[src/hdl/assert_macros.svh]
// shared assertion macros for the frame decoder
`ifndef ASSERT_MACROS_SVH
`define ASSERT_MACROS_SVH
`ifndef ASSERT_OFF
// property must hold at every edge outside reset
`define ASSERT_HOLD(lbl, clk, rst_n, prop, msg) \
    lbl: assert property (@(posedge clk) disable iff (!rst_n) (prop)) else $error(msg);
// condition must never be true outside reset
`define ASSERT_NEVER(lbl, clk, rst_n, cond, msg) \
    lbl: assert property (@(posedge clk) disable iff (!rst_n) !(cond)) else $error(msg);
`else
`define ASSERT_HOLD(lbl, clk, rst_n, prop, msg)
`define ASSERT_NEVER(lbl, clk, rst_n, cond, msg)
`endif
`endif

[src/hdl/gbfd_pkg.sv]
package gbfd_pkg;

    // sync pattern and frame layout
    localparam logic [7:0]  SYNC0       = 8'hAA;
    localparam logic [7:0]  SYNC1       = 8'h44;
    localparam logic [7:0]  SYNC2       = 8'h12;
    localparam logic [16:0] HDR_LEN     = 17'd28;
    localparam logic [16:0] TRL_LAST    = 17'd3;
    localparam logic [16:0] OFS_ID_LO   = 17'd4;
    localparam logic [16:0] OFS_ID_HI   = 17'd5;
    localparam logic [16:0] OFS_LEN_LO  = 17'd8;
    localparam logic [16:0] OFS_LEN_HI  = 17'd9;
    localparam logic [16:0] OFS_WK_LO   = 17'd14;
    localparam logic [16:0] OFS_WK_HI   = 17'd15;
    localparam logic [16:0] OFS_MS_0    = 17'd16;
    localparam logic [16:0] OFS_MS_1    = 17'd17;
    localparam logic [16:0] OFS_MS_2    = 17'd18;
    localparam logic [16:0] OFS_MS_3    = 17'd19;

    // frame status codes
    localparam logic [1:0] STATUS_GOOD     = 2'd0;
    localparam logic [1:0] STATUS_CRC_BAD  = 2'd1;
    localparam logic [1:0] STATUS_TOO_LONG = 2'd2;

    // message kind codes
    localparam logic [2:0] KIND_OTHER   = 3'd0;
    localparam logic [2:0] KIND_OBS     = 3'd1;
    localparam logic [2:0] KIND_GPS_EPH = 3'd2;
    localparam logic [2:0] KIND_POS     = 3'd3;
    localparam logic [2:0] KIND_BDS_EPH = 3'd4;

    // configuration register indexes
    localparam int          CFG_IDX_W        = 3;
    localparam logic [2:0]  CFG_MAX_BODY_LEN = 3'd0;
    localparam logic [2:0]  CFG_CRC_POLY     = 3'd1;
    localparam logic [2:0]  CFG_OBS_ID       = 3'd2;
    localparam logic [2:0]  CFG_GPS_EPH_ID   = 3'd3;
    localparam logic [2:0]  CFG_POS_ID       = 3'd4;
    localparam logic [2:0]  CFG_BDS_EPH_ID   = 3'd5;

    // configuration reset values
    localparam logic [15:0] RST_MAX_BODY_LEN = 16'd16384;
    localparam logic [31:0] RST_CRC_POLY     = 32'hEDB88320;
    localparam logic [15:0] RST_OBS_ID       = 16'd43;
    localparam logic [15:0] RST_GPS_EPH_ID   = 16'd7;
    localparam logic [15:0] RST_POS_ID       = 16'd42;
    localparam logic [15:0] RST_BDS_EPH_ID   = 16'd1696;

    typedef struct packed {
        logic [15:0] max_body_len;
        logic [31:0] crc_poly;
        logic [15:0] obs_msg_id;
        logic [15:0] gps_eph_msg_id;
        logic [15:0] pos_msg_id;
        logic [15:0] bds_eph_msg_id;
    } cfg_t;

    typedef struct packed {
        logic        valid;
        logic [1:0]  frame_status;
        logic [2:0]  msg_kind;
        logic [15:0] msg_id;
        logic [15:0] gps_week;
        logic [31:0] week_ms;
        logic [15:0] body_len;
    } result_t;

    // one byte of reflected crc, lsb first
    function automatic logic [31:0] crc_byte(input logic [31:0] crc_in,
                                             input logic [7:0]  data,
                                             input logic [31:0] poly);
        logic [31:0] crc;
        crc = crc_in ^ {24'd0, data};
        for (int k = 0; k < 8; k++) begin
            crc = crc[0] ? ((crc >> 1) ^ poly) : (crc >> 1);
        end
        return crc;
    endfunction

endpackage

[src/hdl/gnss_binary_frame_decoder_unit.sv]
// channel   | handshake                  | payload
// ----------+----------------------------+---------------------------------------------
// input     | in_valid / in_stall        | byte_in
// result    | out_valid / out_stall      | frame_status msg_kind msg_id gps_week
//           |                            | week_ms body_len
// config    | cfg_valid / cfg_ready      | cfg_index cfg_data
//
// one byte per cycle while in_stall is low; each byte's parse and byte-wide crc step are combinational
// a result appears in the output register the cycle after its last byte is taken
// in_stall rises only while a held result is stalled; cfg_ready is always high
// rst_n clears parse state, result slot and configuration to default values

module gnss_binary_frame_decoder_unit (
    input  logic                          clk,
    input  logic                          rst_n,
    input  logic                          in_valid,
    output logic                          in_stall,
    input  logic [7:0]                    byte_in,
    output logic                          out_valid,
    input  logic                          out_stall,
    output logic [1:0]                    frame_status,
    output logic [2:0]                    msg_kind,
    output logic [15:0]                   msg_id,
    output logic [15:0]                   gps_week,
    output logic [31:0]                   week_ms,
    output logic [15:0]                   body_len,
    input  logic                          cfg_valid,
    output logic                          cfg_ready,
    input  logic [gbfd_pkg::CFG_IDX_W-1:0] cfg_index,
    input  logic [31:0]                   cfg_data
);

    gbfd_pkg::cfg_t    cfg;
    gbfd_pkg::result_t res;
    gbfd_pkg::result_t out_res;
    logic              in_accept;

    // configuration registers
    gbfd_cfg_regs u_cfg (
        .clk       (clk),
        .rst_n     (rst_n),
        .cfg_valid (cfg_valid),
        .cfg_ready (cfg_ready),
        .cfg_index (cfg_index),
        .cfg_data  (cfg_data),
        .cfg       (cfg)
    );

    // frame parser and crc
    gbfd_parser u_parser (
        .clk       (clk),
        .rst_n     (rst_n),
        .in_accept (in_accept),
        .byte_in   (byte_in),
        .cfg       (cfg),
        .res       (res)
    );

    // result register
    gbfd_out_reg u_out (
        .clk       (clk),
        .rst_n     (rst_n),
        .in_valid  (in_valid),
        .in_stall  (in_stall),
        .in_accept (in_accept),
        .res       (res),
        .out_valid (out_valid),
        .out_stall (out_stall),
        .out_res   (out_res)
    );

    assign frame_status = out_res.frame_status;
    assign msg_kind     = out_res.msg_kind;
    assign msg_id       = out_res.msg_id;
    assign gps_week     = out_res.gps_week;
    assign week_ms      = out_res.week_ms;
    assign body_len     = out_res.body_len;

endmodule

[src/hdl/gbfd_cfg_regs.sv]
module gbfd_cfg_regs (
    input  logic                          clk,
    input  logic                          rst_n,
    input  logic                          cfg_valid,
    output logic                          cfg_ready,
    input  logic [gbfd_pkg::CFG_IDX_W-1:0] cfg_index,
    input  logic [31:0]                   cfg_data,
    output gbfd_pkg::cfg_t                cfg
);

    gbfd_pkg::cfg_t cfg_reg;

    // writes are always taken
    assign cfg_ready = 1'b1;
    assign cfg       = cfg_reg;

    // register file, indexes beyond the list are dropped
    always_ff @(posedge clk or negedge rst_n)
    begin
        if (!rst_n)
        begin
            cfg_reg.max_body_len   <= gbfd_pkg::RST_MAX_BODY_LEN;
            cfg_reg.crc_poly       <= gbfd_pkg::RST_CRC_POLY;
            cfg_reg.obs_msg_id     <= gbfd_pkg::RST_OBS_ID;
            cfg_reg.gps_eph_msg_id <= gbfd_pkg::RST_GPS_EPH_ID;
            cfg_reg.pos_msg_id     <= gbfd_pkg::RST_POS_ID;
            cfg_reg.bds_eph_msg_id <= gbfd_pkg::RST_BDS_EPH_ID;
        end
        else if (cfg_valid && cfg_ready)
        begin
            unique case (cfg_index)
                gbfd_pkg::CFG_MAX_BODY_LEN: cfg_reg.max_body_len   <= cfg_data[15:0];
                gbfd_pkg::CFG_CRC_POLY:     cfg_reg.crc_poly       <= cfg_data;
                gbfd_pkg::CFG_OBS_ID:       cfg_reg.obs_msg_id     <= cfg_data[15:0];
                gbfd_pkg::CFG_GPS_EPH_ID:   cfg_reg.gps_eph_msg_id <= cfg_data[15:0];
                gbfd_pkg::CFG_POS_ID:       cfg_reg.pos_msg_id     <= cfg_data[15:0];
                gbfd_pkg::CFG_BDS_EPH_ID:   cfg_reg.bds_eph_msg_id <= cfg_data[15:0];
                default:
                begin
                end
            endcase
        end
    end

endmodule

[src/hdl/gbfd_parser.sv]
`include "assert_macros.svh"

module gbfd_parser (
    input  logic              clk,
    input  logic              rst_n,
    input  logic              in_accept,
    input  logic [7:0]        byte_in,
    input  gbfd_pkg::cfg_t    cfg,
    output gbfd_pkg::result_t res
);

    typedef enum logic [3:0] {
        PH_HUNT    = 4'b0001,
        PH_SEEN_AA = 4'b0010,
        PH_SEEN_44 = 4'b0100,
        PH_FRAME   = 4'b1000
    } phase_t;

    phase_t      phase_reg, phase_next;
    logic [16:0] count_reg, count_next;
    logic [31:0] crc_reg, crc_next;
    logic [15:0] id_reg, id_next;
    logic [15:0] len_reg, len_next;
    logic [15:0] week_reg, week_next;
    logic [31:0] ms_reg, ms_next;
    logic [31:0] rx_crc_reg, rx_crc_next;

    logic [31:0] crc_step;
    logic [31:0] crc_first;
    logic [16:0] body_end;
    logic [16:0] trl_ofs;
    logic [2:0]  kind;

    // byte-wide crc update, from running value and from zero
    assign crc_step  = gbfd_pkg::crc_byte(crc_reg, byte_in, cfg.crc_poly);
    assign crc_first = gbfd_pkg::crc_byte(32'd0, byte_in, cfg.crc_poly);
    assign body_end  = gbfd_pkg::HDR_LEN + {1'b0, len_reg};
    assign trl_ofs   = count_reg - body_end;

    // message class, first match wins
    always_comb
    begin
        if (id_reg == cfg.obs_msg_id)
            kind = gbfd_pkg::KIND_OBS;
        else if (id_reg == cfg.gps_eph_msg_id)
            kind = gbfd_pkg::KIND_GPS_EPH;
        else if (id_reg == cfg.pos_msg_id)
            kind = gbfd_pkg::KIND_POS;
        else if (id_reg == cfg.bds_eph_msg_id)
            kind = gbfd_pkg::KIND_BDS_EPH;
        else
            kind = gbfd_pkg::KIND_OTHER;
    end

    // next state and result for the byte on the input
    always_comb
    begin
        phase_next  = phase_reg;
        count_next  = count_reg;
        crc_next    = crc_reg;
        id_next     = id_reg;
        len_next    = len_reg;
        week_next   = week_reg;
        ms_next     = ms_reg;
        rx_crc_next = rx_crc_reg;

        res              = '0;
        res.frame_status = gbfd_pkg::STATUS_GOOD;
        res.msg_kind     = gbfd_pkg::KIND_OTHER;

        unique case (phase_reg) inside
            PH_SEEN_AA, PH_SEEN_44:
            begin
                if ((phase_reg == PH_SEEN_AA && byte_in == gbfd_pkg::SYNC1) ||
                    (phase_reg == PH_SEEN_44 && byte_in == gbfd_pkg::SYNC2))
                begin
                    crc_next   = crc_step;
                    count_next = count_reg + 17'd1;
                    phase_next = (phase_reg == PH_SEEN_AA) ? PH_SEEN_44 : PH_FRAME;
                end
                else if (byte_in == gbfd_pkg::SYNC0)
                begin
                    phase_next  = PH_SEEN_AA;
                    count_next  = 17'd1;
                    crc_next    = crc_first;
                    id_next     = '0;
                    len_next    = '0;
                    week_next   = '0;
                    ms_next     = '0;
                    rx_crc_next = '0;
                end
                else
                begin
                    phase_next = PH_HUNT;
                    count_next = '0;
                end
            end
            PH_FRAME:
            begin
                count_next = count_reg + 17'd1;
                if (count_reg < body_end)
                begin
                    // header and body bytes
                    crc_next = crc_step;
                    case (count_reg)
                        gbfd_pkg::OFS_ID_LO:  id_next[7:0]    = byte_in;
                        gbfd_pkg::OFS_ID_HI:  id_next[15:8]   = byte_in;
                        gbfd_pkg::OFS_LEN_LO: len_next[7:0]   = byte_in;
                        gbfd_pkg::OFS_LEN_HI: len_next[15:8]  = byte_in;
                        gbfd_pkg::OFS_WK_LO:  week_next[7:0]  = byte_in;
                        gbfd_pkg::OFS_WK_HI:  week_next[15:8] = byte_in;
                        gbfd_pkg::OFS_MS_0:   ms_next[7:0]    = byte_in;
                        gbfd_pkg::OFS_MS_1:   ms_next[15:8]   = byte_in;
                        gbfd_pkg::OFS_MS_2:   ms_next[23:16]  = byte_in;
                        gbfd_pkg::OFS_MS_3:   ms_next[31:24]  = byte_in;
                        default:
                        begin
                        end
                    endcase
                    // oversized body rejected as soon as its length is known
                    if (count_reg == gbfd_pkg::OFS_LEN_HI && len_next > cfg.max_body_len)
                    begin
                        res.valid        = 1'b1;
                        res.frame_status = gbfd_pkg::STATUS_TOO_LONG;
                        res.msg_id       = id_reg;
                        res.body_len     = len_next;
                        phase_next       = PH_HUNT;
                        count_next       = '0;
                    end
                end
                else
                begin
                    // trailer bytes, little endian
                    case (trl_ofs[1:0])
                        2'd0:    rx_crc_next[7:0]   = byte_in;
                        2'd1:    rx_crc_next[15:8]  = byte_in;
                        2'd2:    rx_crc_next[23:16] = byte_in;
                        default: rx_crc_next[31:24] = byte_in;
                    endcase
                    if (trl_ofs >= gbfd_pkg::TRL_LAST)
                    begin
                        res.valid    = 1'b1;
                        res.msg_id   = id_reg;
                        res.gps_week = week_reg;
                        res.week_ms  = ms_reg;
                        res.body_len = len_reg;
                        if (rx_crc_next == crc_reg)
                        begin
                            res.frame_status = gbfd_pkg::STATUS_GOOD;
                            res.msg_kind     = kind;
                        end
                        else
                        begin
                            res.frame_status = gbfd_pkg::STATUS_CRC_BAD;
                        end
                        phase_next = PH_HUNT;
                        count_next = '0;
                    end
                end
            end
            default:
            begin
                if (byte_in == gbfd_pkg::SYNC0)
                begin
                    phase_next  = PH_SEEN_AA;
                    count_next  = 17'd1;
                    crc_next    = crc_first;
                    id_next     = '0;
                    len_next    = '0;
                    week_next   = '0;
                    ms_next     = '0;
                    rx_crc_next = '0;
                end
                else
                begin
                    phase_next = PH_HUNT;
                    count_next = '0;
                end
            end
        endcase
    end

    // parse state, advanced once per accepted byte
    always_ff @(posedge clk or negedge rst_n)
    begin
        if (!rst_n)
        begin
            phase_reg  <= PH_HUNT;
            count_reg  <= '0;
            crc_reg    <= '0;
            id_reg     <= '0;
            len_reg    <= '0;
            week_reg   <= '0;
            ms_reg     <= '0;
            rx_crc_reg <= '0;
        end
        else if (in_accept)
        begin
            phase_reg  <= phase_next;
            count_reg  <= count_next;
            crc_reg    <= crc_next;
            id_reg     <= id_next;
            len_reg    <= len_next;
            week_reg   <= week_next;
            ms_reg     <= ms_next;
            rx_crc_reg <= rx_crc_next;
        end
    end

    // a result always ends the frame
    `ASSERT_HOLD(a_result_rehunts, clk, rst_n, (in_accept && res.valid) |=> (phase_reg == PH_HUNT && count_reg == 17'd0), "frame not closed after result")
    // byte count stays small outside a frame
    `ASSERT_NEVER(a_count_outside, clk, rst_n, (phase_reg != PH_FRAME && count_reg > 17'd2), "byte count grew outside a frame")
    // length rejection only at the high length byte
    `ASSERT_HOLD(a_too_long_ofs, clk, rst_n, (res.valid && res.frame_status == gbfd_pkg::STATUS_TOO_LONG) |-> (count_reg == gbfd_pkg::OFS_LEN_HI), "length rejection at wrong offset")

endmodule

[src/hdl/gbfd_out_reg.sv]
`include "assert_macros.svh"

module gbfd_out_reg (
    input  logic              clk,
    input  logic              rst_n,
    input  logic              in_valid,
    output logic              in_stall,
    output logic              in_accept,
    input  gbfd_pkg::result_t res,
    output logic              out_valid,
    input  logic              out_stall,
    output gbfd_pkg::result_t out_res
);

    logic              valid_reg, valid_next;
    gbfd_pkg::result_t data_reg;

    // input waits only while a held result is not being taken
    assign in_stall  = valid_reg && out_stall;
    assign in_accept = in_valid && !in_stall;
    assign out_valid = valid_reg;
    assign out_res   = data_reg;

    // result slot occupancy
    always_comb
    begin
        if (in_accept)
            valid_next = res.valid;
        else if (!out_stall)
            valid_next = 1'b0;
        else
            valid_next = valid_reg;
    end

    always_ff @(posedge clk or negedge rst_n)
    begin
        if (!rst_n)
            valid_reg <= 1'b0;
        else
            valid_reg <= valid_next;
    end

    // result payload
    always_ff @(posedge clk)
    begin
        if (in_accept && res.valid)
            data_reg <= res;
    end

    // a produced result lands in the slot
    `ASSERT_HOLD(a_result_loaded, clk, rst_n, (in_accept && res.valid) |=> valid_reg, "result dropped")
    // a taken result without a new one empties the slot
    `ASSERT_HOLD(a_slot_drains, clk, rst_n, (valid_reg && !out_stall && !(in_accept && res.valid)) |=> !valid_reg, "result repeated")

endmodule

[config.mk]
export PLATFORM = sky130hd
export DESIGN_NAME = gnss_binary_frame_decoder_unit
export DESIGN_NICKNAME = d
export VERILOG_FILES = /design/src/hdl/gbfd_pkg.sv /design/src/hdl/gnss_binary_frame_decoder_unit.sv /design/src/hdl/gbfd_cfg_regs.sv /design/src/hdl/gbfd_parser.sv /design/src/hdl/gbfd_out_reg.sv
export VERILOG_INCLUDE_DIRS = /design/src /design/src/hdl
export SDC_FILE = /design/constraint.sdc
export NUM_CORES = 1
export LEC_CHECK = 0
export ABC_AREA = 1
export BUFFER_PORTS_ARGS = -buffer_cell sky130_fd_sc_hd__buf_2
export CORE_AREA = 3 3 278 280
export DETAILED_ROUTE_END_ITERATION = 8
export DIE_AREA = 0 0 281 283
export MAX_ROUTING_LAYER = met4
export PLACE_DENSITY = 0.55
export SKIP_CTS_REPAIR_TIMING = 1
export SYNTH_ARGS = -nofsm -noshare
export SYNTH_HDL_FRONTEND = slang
export SYNTH_SLANG_ARGS = --single-unit
[constraint.sdc]
create_clock -name clk -period 8.8 [get_ports clk]
set_input_delay 0.44 -clock clk [delete_from_list [all_inputs] [get_ports clk]]
set_output_delay 0.44 -clock clk [all_outputs]
set_load 0.01 [all_outputs]
## Word level (Yosys, flattened, before mapping)

Index checks and enable logic that the tools add are counted.

| operators by class | value |
|---|---|
| add/subtract/negate cells | 3 |
| magnitude comparators | 3 |
| equality and inequality tests | 42 |
| multiplexer cells | 97 |
| bitwise operators | 20 |
| reductions and logical operators | 34 |

Operators with widths:

| operator | number |
|---|---|
| 32-bit 2-to-1 mux | 25 |
| 31-bit by 32-bit bitwise XOR with 32-bit output | 15 |
| 16-bit 2-to-1 mux | 13 |
| 8-bit 2-to-1 mux | 26 |
| 32-bit case mux with 2 select lines | 3 |
| 86-bit 2-to-1 mux | 2 |
| 16-bit case mux with 2 select lines | 3 |
| 17-bit by 4-bit equality test with 1-bit output, second input constant | 4 |
| 17-bit by 5-bit equality test with 1-bit output, second input constant | 4 |
| 17-bit 2-to-1 mux | 4 |
| 16-bit equality test | 4 |
| 48-bit 2-to-1 mux | 1 |
| 17-bit by 3-bit equality test with 1-bit output, second input constant | 2 |
| 17-bit case mux with 2 select lines | 1 |
| 32-bit equality test | 1 |
| 4-bit AND reduction | 8 |
| 32-bit by 8-bit bitwise XOR with 32-bit output | 1 |
| 7-bit by 32-bit bitwise XOR with 32-bit output | 1 |
| 3-bit 2-to-1 mux | 8 |
| 2-bit inequality test, second input constant | 11 |
| 4-bit 2-to-1 mux | 5 |
| 17-bit by 1-bit adder with 17-bit output, second input constant | 1 |
| 5-bit by 16-bit adder with 17-bit output, first input constant | 1 |
| 17-bit by 2-bit >= comparator with 1-bit output, second input constant | 1 |
| other kinds (32) | 54 |

| word-level totals | value |
|---|---|
| flip-flop bits (word level) | 363 |
| bits of input ports | 48 |
| output and inout bits | 88 |
| word-level logic and storage cells | 227 |

## Logic depth before layout (Yosys ltp)

Gate-level depths: netlist of run 1.

| depth | value |
|---|---|
| word-level depth | 19 |
| depth in mapped cells | 34 |
| depth with buffers taken out | 31 |

## By module

Synthesis of run 1 repeated with hierarchy kept, for this count alone.

| second synthesis, totals | value |
|---|---|
| cells, all modules | 3758 |
| area total of the unflattened synthesis | 26690.6 um^2 |

By module, submodules not included:

| module | times used | cells each | area each (um^2) | sequential area each (um^2) |
|---|---|---|---|---|
| gbfd_parser | 1 | 3166 | 19627.6 | 4130.2 |
| gbfd_cfg_regs | 1 | 497 | 4416.7 | 2839.0 |
| gbfd_out_reg | 1 | 95 | 2646.3 | 2607.5 |

## Worst setup path after synthesis of run 1

OpenSTA, ideal clock, no wires.

| path | value |
|---|---|
| kind | register -> register |
| start point | reg u_parser.len_reg[2] |
| end point | reg u_out.data_reg (netlist bit u_out.out_res[0]), enable pin |
| library setup time | 0.529 ns |
| arrival | 6.881 ns |
| data required time | 8.271 ns |
| setup slack | 1.390 ns |
| cell stages (with the launch flop) | 25 |
| path buffers | 1 |
| path through | dfrtp_1 > inv_1 > ha_1 > a21oi_1 > nand3_1 > nor2_1 > nand2_1 > nor2_1 > inv_1 > nor3_1 > xor2_1 > ha_1 > a21oi_1 > o21ai_0 > o21bai_1 > a21oi_1 > nor2_1 > nor2_1 > inv_1 > nor2_1 > nand4_1 > inv_1 > nor2_2 > buf_2 > nor2_1 |

| between the ends | value |
|---|---|
| word-level cells in the longest chain between the ends | 9 |
| elaborated cells between the ends (all ways) | 14 |
| those cells by class | add/sub (2); order compare (3); mux (7); reduce/logical (2) |

RTL lines:

| item | line | text |
|---|---|---|
| from (decl) | gbfd_parser.sv:23 | `logic [15:0] len_reg, len_next;` |
| from (signal assigned) | gbfd_parser.sv:203 | `len_reg <= len_next;` |
| parallel branches: the longest is 6 deep, another holds 5-bit by 16-bit adder with 17-bit output | -- |  |
| 3-bit 2-to-1 mux * | gbfd_parser.sv:101 | `if (count_reg < body_end)` |
| 86-bit 2-to-1 mux * | gbfd_parser.sv:71 | `unique case (phase_reg) inside` |
| 1-bit logical AND * | gbfd_out_reg.sv:46 | `if (in_accept && res.valid)` |
| to (signal assigned) | gbfd_out_reg.sv:47 | `data_reg <= res;` |
| to (decl) | gbfd_out_reg.sv:16 | `gbfd_pkg::result_t data_reg;` |

Mark *: on every way between the ends. The select of a mux whose other input is x is not followed.
A chain may end at the register's enable or synchronous reset.

## Final worst setup path of run 1

| path | value |
|---|---|
| start point | in byte_in[0] |
| end point | reg u_parser.crc_reg[29] |

| between the ends | value |
|---|---|
| word-level cells in the longest chain between the ends | 17 |
| elaborated cells between the ends (all ways) | 41 |
| those cells by class | eq/ne (3); mux (20); bitwise (15); reduce/logical (3) |

RTL lines:

| item | line | text |
|---|---|---|
| from (decl) | gnss_binary_frame_decoder_unit.sv:18 | `input logic [7:0] byte_in,` |
| 32-bit by 8-bit bitwise XOR with 32-bit output / 32-bit 2-to-1 mux (equally long branches) | gbfd_pkg.sv:73, gbfd_pkg.sv:75 |  |
| 32-bit 2-to-1 mux / 31-bit by 32-bit bitwise XOR with 32-bit output (equally long branches) | gbfd_pkg.sv:75 | `crc = crc[0] ? ((crc >> 1) ^ poly) : (crc >> 1);` |
| 31-bit by 32-bit bitwise XOR with 32-bit output / 32-bit 2-to-1 mux (equally long branches) | gbfd_pkg.sv:75 |  |
| 32-bit 2-to-1 mux / 31-bit by 32-bit bitwise XOR with 32-bit output (equally long branches) | gbfd_pkg.sv:75 |  |
| 31-bit by 32-bit bitwise XOR with 32-bit output / 32-bit 2-to-1 mux (equally long branches) | gbfd_pkg.sv:75 |  |
| 32-bit 2-to-1 mux / 31-bit by 32-bit bitwise XOR with 32-bit output (equally long branches) | gbfd_pkg.sv:75 |  |
| 31-bit by 32-bit bitwise XOR with 32-bit output / 32-bit 2-to-1 mux (equally long branches) | gbfd_pkg.sv:75 |  |
| 32-bit 2-to-1 mux / 31-bit by 32-bit bitwise XOR with 32-bit output (equally long branches) | gbfd_pkg.sv:75 |  |
| 31-bit by 32-bit bitwise XOR with 32-bit output / 32-bit 2-to-1 mux (equally long branches) | gbfd_pkg.sv:75 |  |
| 32-bit 2-to-1 mux / 31-bit by 32-bit bitwise XOR with 32-bit output (equally long branches) (2 in series) | gbfd_pkg.sv:75 |  |
| 31-bit by 32-bit bitwise XOR with 32-bit output / 32-bit 2-to-1 mux (equally long branches) | gbfd_pkg.sv:75 |  |
| 32-bit 2-to-1 mux / 31-bit by 32-bit bitwise XOR with 32-bit output (equally long branches) | gbfd_pkg.sv:75 |  |
| 31-bit by 32-bit bitwise XOR with 32-bit output / 32-bit 2-to-1 mux (equally long branches) | gbfd_pkg.sv:75 |  |
| 32-bit 2-to-1 mux, on equally long branches | gbfd_pkg.sv:75, gbfd_parser.sv:81, gbfd_parser.sv:163 |  |
| 32-bit 2-to-1 mux, on equally long branches | gbfd_parser.sv:101, gbfd_parser.sv:74 |  |
| 32-bit case mux with 2 select lines * | gbfd_parser.sv:71 |  |
| to (signal assigned) | gbfd_parser.sv:201 | `crc_reg <= crc_next;` |
| to (decl) | gbfd_parser.sv:21 | `logic [31:0] crc_reg, crc_next;` |

Mark *: on every way between the ends. The rest lies on a longest branch, timed or not. The select of a mux whose other input is x is not followed.

==> flow_summary.toml, run 1 <==
[status]
status = "completed"

[finish]
largest_reg_flops = 112
n_antenna_cell = 0
drive_gt1_share_pct = 8.621
design_area_um2 = 28840
finalCoreUtilization_pct = 38.61
area_delta_synth_final_pct = 9.902
final_nets = 3822
n_fill_cell = 7797

[cts]
cts_tree = "built"
clock_latency_ns = 0.60
cts_max_level = 2
clock-sinks = 363
clk_pin_slew_worst_paths_ns = 0.07
cts_max_path_buffers = 3
cts_made_buffers = 43
cts_root_buf = "clkbuf_16"

[place]
dpl.hpwl_um = 60640
port_buffers = 134
pre_cts_slack_ns = 1.345
place_area_um2 = 27350
place.gp.congestion = 0.8921

[logic_synthesis]
avgSynthCellArea_um2 = 7.000
yosys_register_bits = 363
synth_flop_cell = "dfrtp_1"
syn_inst = 3749
async_flop_share_pct = 76.58
syn_nets = 3836
synth_edf_count = 85
ys_seq_area_share_pct = 36.38
yosysWarningCount = 0
netlist_area_um2 = 26240
post_synth_num_cell_types = 54

[floorplanning]
die-area_um2 = 79520
dieHeight_um = 283
initial_core_util_pct = 35.13
rows = 100
io_pins = 136
die-width_um = 281
coreArea_um2 = 74700

[global_routing]
grt_max_degree = 100
antenna_found_initial = 0
grt_pass1_wl_um = 134000
grtUsageTotal_pct = 22.09
grt_pass1_vias = 21650
overflow = 0

[sta]
period_share_pct = 77.85
worst_pin_slew_ns = 1.143
timing.final.crit_period_ns = 6.851
setup_ws_ns = 1.949
skew_ns = 0.02036
maxSlewViolCount = 0
fmax_mhz = 146.0
grt_setup_unrepaired = "false"
setup_tns_ns = 0
max-slew-margin-rel_pct = 23.59
hold_violations = 0
setup_viol_count_final = 0

[drt]
firstDrtPassIters = 7
viasPerCell = 5.025
wl_per_cell_um = 18.26
detail-route-antenna-nets = 0
drt_iter0_drc = 2072
via_count = 23820
drc = 0
drt-total-wl_um = 86530

[pwr]
leakage_uw = 0.01338
powerDensity_nw_per_um2 = 294.9
ir_drop_mv = 0.1824

[worst_setup_path]
cp_max_fo = 61
end_kind = "register"
critPathKind = "input port to register"
required_ns = 9.29
critPathArrivalTime_ns = 7.34
cp-start-kind = "input port"

[min_path]
hp-class = "input port to register"

[run]
maxCapViolCount = 0
## path summary, 6_finish.rpt
kind | startpoint | to | slack [ns] | cells after the start
hold / removal | out_stall | u_out.out_valid | 0.08 | 3
min in group asynchronous | rst_n | u_parser.week_reg[1] | 0.45 | 2
hold reg to reg | u_parser.week_reg[11] | u_parser.week_reg[11] | 0.48 | 2
max in group asynchronous | rst_n | u_cfg.cfg[40] | 6.77 | 3
setup reg to reg | u_parser.crc_reg[0] | u_parser.crc_reg[29] | 2.04 | 28
setup / recovery | byte_in[0] | u_parser.crc_reg[29] | 1.95 | 28
## metal layers
metal  up-vias  routed length [µm]  part of all wire [%]  GRT usage [%]
li1      11860                   -                     -              -
met1     11130               39730                    46          30.45
met2       700               39350                    45          34.23
met3       124                4567                   5.3          2.174
met4         0                2885                   3.3          6.949
met5         -                   0                     0              -
## cell usage after synthesis, types with 10 or more instances
cell type | number | area share, %
nand2_1 | 1109 | 16
inv_1 | 409 | 5.8
nand3_1 | 373 | 7.1
o21ai_0 | 264 | 5.0
dfrtp_1 | 248 | 24
nor2_1 | 247 | 3.5
xnor2_1 | 197 | 6.6
xor2_1 | 169 | 5.6
clkbuf_1 | 113 | 1.6
a21oi_1 | 91 | 1.7
edfxtp_1 | 85 | 9.7
buf_2 | 61 | 1.2
o22ai_1 | 57 | 1.4
ha_1 | 38 | 1.8
dfstp_2 | 30 | 3.0
nand4_1 | 28 | 0.67
buf_1 | 27 | 0.39
o21ai_1 | 27 | 0.51
nor3_1 | 22 | 0.42
buf_4 | 18 | 0.51
or2_2 | 17 | 0.41
nor4_1 | 15 | 0.36
inv_2 | 11 | 0.16
a21o_1 | 10 | 0.29
nand2_2 | 10 | 0.24
## cells by family after synthesis
family	count (synthesis)	share of synthesized area [%]
multiplexers	3	0.1287
adder cells (fa/ha/maj)	39	1.888
flip-flops	363	36.38
AO/OA/AOI/OAI	471	9.588
other	1	0.01429
AND/OR/NAND/NOR	1855	29.69
XOR/XNOR	367	12.28
buffers and inverters	650	10.04
## stage by stage
step	instances	total power, µW	hold slack (ns)
2_1_floorplan	3749	5603	0.1444
3_3_place_gp	4658	6538	0.4620
3_5_place_dp	4658	6589	0.4682
4_1_cts	4738	8512	-0.06273
5_1_grt	4739	9193	0.07440
6_report	4739	8505	0.07708
## power breakdown
group          total [µW]  internal [µW]  switching (µW)
Sequential           2160           1880             276
Combinational        4450           1500            2950
Clock                1890           1110             784
Total                8500           4490            4010
## cells in the final DEF (no fill, tap or decap), drive strengths merged, types with 10 or more instances in the layout
cell,n
nand2,1123
inv,424
nand3,377
o21ai,291
nor2,253
dfrtp,248
xnor2,198
xor2,169
buf,165
a21oi,91
edfxtp,85
clkbuf,59
o22ai,57
ha,38
dfstp,30
nand4,29
nor3,22
or2,20
clkinv,16
nor4,15
a21o,10
## area by class of cell
type / count / area (µm²) / area share (%)
timing repair buffer: 166 / 923.4 / 3.201
clock buffer: 59 / 1196 / 4.147
sequential: 363 / 9547 / 33.10
multi-input combinational: 2736 / 14080 / 48.82
clock inverter: 21 / 282.8 / 0.9804
inverter: 425 / 1600 / 5.548
tap: 969 / 1212 / 4.204
## critical path: stages
cell and delay (ns):
buf_2 0.70, nand2_1 0.16, nand2_2 0.53, nand3_1 0.23
nand2_4 0.38, nand2_1 0.12, nand2_2 0.14, nand3_2 0.10
inv_2 0.06, nand2_1 0.04, nand2_1 0.78, buf_4 0.38
nand2_1 0.08, nand2_1 0.07, nand2_1 0.06, inv_1 0.06
nand2_2 0.06, nand2_4 0.49, nand3_1 0.17, nand2_2 0.10
buf_4 0.50, nand4_2 0.85, nand2_1 0.38, o21ai_0 0.12
nand3_1 0.08, nand2_1 0.06, nand2_1 0.05, nand2_1 0.05
Note: power is estimated with default switching activity, not from simulation.
==> run 2, diff against run 1 <==
==> constraint.sdc (replaced) <==
create_clock -name clk -period 6.6 [get_ports clk]
set_input_delay 0.33 -clock clk [delete_from_list [all_inputs] [get_ports clk]]
set_output_delay 0.33 -clock clk [all_outputs]
set_load 0.01 [all_outputs]
==> flow_summary.toml, run 2 (synthesis gave the netlist of run 1 again) <==
[worst_setup_path]
r2r-start = "u_parser.len_reg[2]"
max_stage_delay_ns = 0.57
critPathKind = "register to register"
rr_worst_depth = 23
critPathArrivalTime_ns = 5.63
end_kind = "register"
cp_max_fo = 22
cp_num_buf_inv = 4
cp_cell_sequence = "inv_1 > ha_1 > a21oi_1 > nand3_1 > nor2_1 > nand2_1 > nor2_1 > inv_1 > nor3_1 > xor2_1 > ha_1 > a21oi_1 > o21ai_0 > o21bai_1 > a21oi_1 > nor2_1 > nor2_1 > inv_1 > nand2_1 > nand2_1 > inv_1 > o21ai_1 > o21ai_0"
critPathSlowestCell = "o21ai_1"
reg2reg_slack_ns = 1.47
cp-start-kind = "register"
required_ns = 7.10
critical_path.top_delay_family = "compound AO/OA/AOI/OAI gates"
timing.rr.end = "u_parser.week_reg[2]"

[sta]
fmax_mhz = 194.8
setup_viol_count_final = 0
worst_pin_slew_ns = 1.112
setup_ws_ns = 1.467
grt_setup_unrepaired = "false"
setup_tns_ns = 0
period_share_pct = 77.77
skew_ns = 0.02758
hold_violations = 6
maxSlewViolCount = 0
timing.final.crit_period_ns = 5.133
max-slew-margin-rel_pct = 25.65
whs_ns = -0.02747

[drt]
via_count = 23880
drt-total-wl_um = 85170
wl_per_cell_um = 17.88
detail-route-antenna-nets = 0
drc = 0
firstDrtPassIters = 6
drt_iter0_drc = 1834
viasPerCell = 5.013

[pwr]
ir_drop_mv = 0.3060
p_total_uw = 11410
powerDensity_nw_per_um2 = 391.0
leakage_uw = 0.01354

[status]
status = "finished, violations left"
violations = "negative hold slack"

[min_path]
hold_path_depth = 3
hold_path_end = "u_cfg.cfg[87]"
hp-start = "cfg_data[23]"
hp-class = "input port to register"

[floorplanning]
dieHeight_um = 283
die-area_um2 = 79520
initial_core_util_pct = 35.13
rows = 100
io_pins = 136
coreArea_um2 = 74700
die-width_um = 281

[cts]
cts_made_buffers = 44
clock_latency_ns = 0.59
cts_max_path_buffers = 3
cts_max_level = 2
cts_tree = "built"
clk_pin_slew_worst_paths_ns = 0.06
cts_root_buf = "clkbuf_16"
clock-sinks = 363

[finish]
final_common_cell = "nand2_1"
finalCoreUtilization_pct = 39.08
n_antenna_cell = 0
layout_common_cells = "nand2_1, inv_1, nand3_1, o21ai_0, dfrtp_1"
largest_reg_flops = 112
area_delta_synth_final_pct = 11.22
drive_gt1_share_pct = 9.275
final_nets = 3846

[place]
dpl.hpwl_um = 59600
pre_cts_slack_ns = 1.500
place.gp.congestion = 0.8970
port_buffers = 134

[global_routing]
grt_max_degree = 97
grtUsageTotal_pct = 21.81
grt_pass1_wl_um = 132200
antenna_found_initial = 0
grt_pass1_vias = 22000
overflow = 0

[run]
maxCapViolCount = 0
## run 2: report_power, final
group	switching [µW]	internal, µW
logic	3870	2050
clock network	1070	1580
registers	331	2510
## run 2: layout make-up
class                           count  area [µm²]
Clock buffer                       55        1222
Timing Repair Buffer              189        1139
Multi-Input combinational cell   2736       14080
Tap cell                          969        1212
Fill cell                        7853       45510
Clock inverter                     27       387.9
Inverter                          425        1600
Sequential cell                   363        9547
## run 2: stage by stage
stage / cells / hold WS [ns] / cell area (µm²)
CTS: 4756 / -0.2291 / 29110
global placement: 4674 / 0.4074 / 27500
global route: 4764 / 0.009762 / 29190
finish: 4764 / -0.02747 / 29190
floorplan: 3749 / 0.03441 / 26250
detailed placement: 4674 / 0.4080 / 27500
## run 2: metal layers
metal	up-vias	wire length [µm]	part of all wire [%]	track usage, %
met5	-	0	0	-
met4	0	3028	3.6	7.354
met3	140	4925	5.8	2.775
met2	677	38660	45	33.81
met1	11150	38550	45	29.45
li1	11920	-	-	-
## run 2: worst max path at each step
stage                   startpoint                   end  slack, ns  cells after the start
6_report       u_parser.len_reg[2]  u_parser.week_reg[2]       1.47                     23
5_1_grt              u_cfg.cfg[64]  u_parser.crc_reg[27]       0.92                     30
3_5_place_dp            byte_in[1]  u_parser.crc_reg[28]       1.50                     29
4_1_cts              u_cfg.cfg[64]  u_parser.crc_reg[25]       1.47                     30
2_1_floorplan  u_parser.len_reg[2]      u_out.out_res[0]       0.63                     24
3_3_place_gp         u_cfg.cfg[64]  u_parser.crc_reg[25]       1.54                     30
## run 2: worst reg2reg max path, cell delays in order, from the launching register on
cell and delay (ns):
dfrtp_1 0.40, inv_1 0.11, ha_1 0.24, a21oi_1 0.24
nand3_1 0.18, nor2_1 0.13, nand2_1 0.07, nor2_1 0.08
inv_1 0.07, nor3_1 0.23, xor2_1 0.23, ha_1 0.31
a21oi_1 0.14, o21ai_0 0.09, o21bai_1 0.20, a21oi_1 0.17
nor2_1 0.06, nor2_1 0.26, inv_1 0.15, nand2_1 0.10
nand2_1 0.10, inv_1 0.53, o21ai_1 0.58, o21ai_0 0.35
==> run 3, diff against run 2 <==
--- a/config.mk
+++ b/config.mk
@@ -12,7 +12,7 @@
 export DETAILED_ROUTE_END_ITERATION = 8
 export DIE_AREA = 0 0 281 283
 export MAX_ROUTING_LAYER = met4
-export PLACE_DENSITY = 0.55
+export PLACE_DENSITY = 0.57
 export SKIP_CTS_REPAIR_TIMING = 1
 export SYNTH_ARGS = -nofsm -noshare
 export SYNTH_HDL_FRONTEND = slang
==> constraint.sdc (replaced) <==
create_clock -name clk -period 4.7 [get_ports clk]
set_input_delay 0.235 -clock clk [delete_from_list [all_inputs] [get_ports clk]]
set_output_delay 0.235 -clock clk [all_outputs]
set_load 0.01 [all_outputs]
==> flow_summary.toml, run 3 (synthesis gave the netlist of run 1 again) <==
[finish]
area_delta_synth_final_pct = 11.86
layout_common_cells = "nand2_1, inv_1, nand3_1, o21ai_0, dfrtp_1"
n_antenna_cell = 0
n_fill_cell = 7761
finalCoreUtilization_pct = 39.30
drive_gt1_share_pct = 9.841
final_nets = 3883
final_common_cell = "nand2_1"
largest_reg_flops = 112

[pwr]
powerDensity_nw_per_um2 = 531.1
ir_drop_mv = 0.3821
leakage_uw = 0.01363

[drt]
wl_per_cell_um = 17.72
viasPerCell = 5.046
drt_iter0_drc = 2049
firstDrtPassIters = 7
via_count = 24220
detail-route-antenna-nets = 0
drt-total-wl_um = 85040
drc = 0

[worst_setup_path]
critPathArrivalTime_ns = 4.67
reg2reg_slack_ns = 0.30
critPathKind = "register to register"
required_ns = 4.97
end_kind = "register"
cp-start-kind = "register"
cp_max_fo = 53

[place]
place.gp.congestion = 0.9112
dpl.hpwl_um = 59880
port_buffers = 134

[cts]
clock_latency_ns = 0.60
cts_root_buf = "clkbuf_16"
clock-sinks = 363
cts_max_level = 2
cts_tree = "built"
cts_max_path_buffers = 3
cts_made_buffers = 43
clk_pin_slew_worst_paths_ns = 0.07

[sta]
grt_setup_unrepaired = "true"
period_share_pct = 93.63
timing.final.crit_period_ns = 4.401
worst_pin_slew_ns = 1.078
fmax_mhz = 227.2
setup_viol_count_final = 0
maxSlewViolCount = 0
hold_violations = 0
max-slew-margin-rel_pct = 27.63
skew_ns = 0.02949
setup_tns_ns = 0

[global_routing]
grt_pass1_vias = 22340
grt_pass1_wl_um = 133000
overflow = 0
antenna_found_initial = 3
grt_max_degree = 91
grtUsageTotal_pct = 21.72

[min_path]
hp-class = "input port to register"

[status]
status = "completed"

[floorplanning]
die-width_um = 281
coreArea_um2 = 74700
io_pins = 136
dieHeight_um = 283
die-area_um2 = 79520
initial_core_util_pct = 35.13
rows = 100

[run]
maxCapViolCount = 0
## run 3: per-layer routing
layer	up-vias	GRT usage [%]	part of all wire [%]
met3	111	2.297	5.2
met1	11470	29.83	47
met4	0	5.146	2.0
li1	11980	-	-
met2	650	34.43	46
met5	-	-	0
## run 3: where the power goes
| part | switching (µW) | internal (µW) |
|---|---|---|
| registers | 488 | 3530 |
| clock network | 1480 | 1800 |
| logic | 5330 | 2960 |
## run 3: path summary, 6_finish.rpt
| kind | cells past startpoint | to | startpoint |
|---|---|---|---|
| min | 3 | u_cfg.cfg[4] | cfg_data[4] |
| min in group asynchronous | 2 | u_parser.ms_reg[22] | rst_n |
| max | 24 | u_out.out_res[30] | u_parser.len_reg[2] |
| min reg2reg | 2 | u_parser.rx_crc_reg[26] | u_parser.rx_crc_reg[26] |
| max reg2reg | 24 | u_out.out_res[30] | u_parser.len_reg[2] |
| max in group asynchronous | 3 | u_cfg.cfg[83] | rst_n |
## run 3: cell type report
class | instances | area, µm² | share of cell area [%]
Tap cell | 969 | 1212 | 4.130
Clock buffer | 59 | 1186 | 4.041
Multi-Input combinational cell | 2736 | 14130 | 48.15
Sequential cell | 363 | 9548 | 32.52
Clock inverter | 21 | 176.4 | 0.6010
Timing Repair Buffer | 227 | 1498 | 5.102
Inverter | 425 | 1600 | 5.451
## run 3: critical path: stages, from the launching register on
cell	delay (ns)
dfrtp_1	0.41
inv_2	0.09
ha_4	0.17
a21oi_2	0.15
nand3_1	0.14
nor2_1	0.12
nand2_1	0.07
nor2_1	0.08
inv_1	0.08
nor3_2	0.20
xor2_1	0.21
ha_1	0.31
a21oi_1	0.14
o21ai_1	0.08
o21bai_4	0.17
a21oi_1	0.13
nor2_1	0.05
nor2_1	0.25
inv_1	0.16
nor2_1	0.21
nand4_1	0.20
inv_2	0.13
nor2_4	0.05
nor2_4	0.14
buf_12	0.29
## run 3: through the flow
| step | total power, µW | std cells | instance area (µm²) | hold slack [ns] | setup slack (ns) |
|---|---|---|---|---|---|
| 4_1_cts | 15540 | 4781 | 29130 | -0.3584 | 0.1402 |
| 2_1_floorplan | 10500 | 3749 | 26300 | -0.06059 | -0.1650 |
| 5_1_grt | 16900 | 4800 | 29360 | 0.04104 | -0.04209 |
| 3_5_place_dp | 12210 | 4701 | 27770 | 0.2860 | 0.1787 |
| 6_report | 15590 | 4800 | 29360 | 0.04958 | 0.2994 |
| 3_3_place_gp | 12080 | 4701 | 27770 | 0.2880 | 0.2634 |
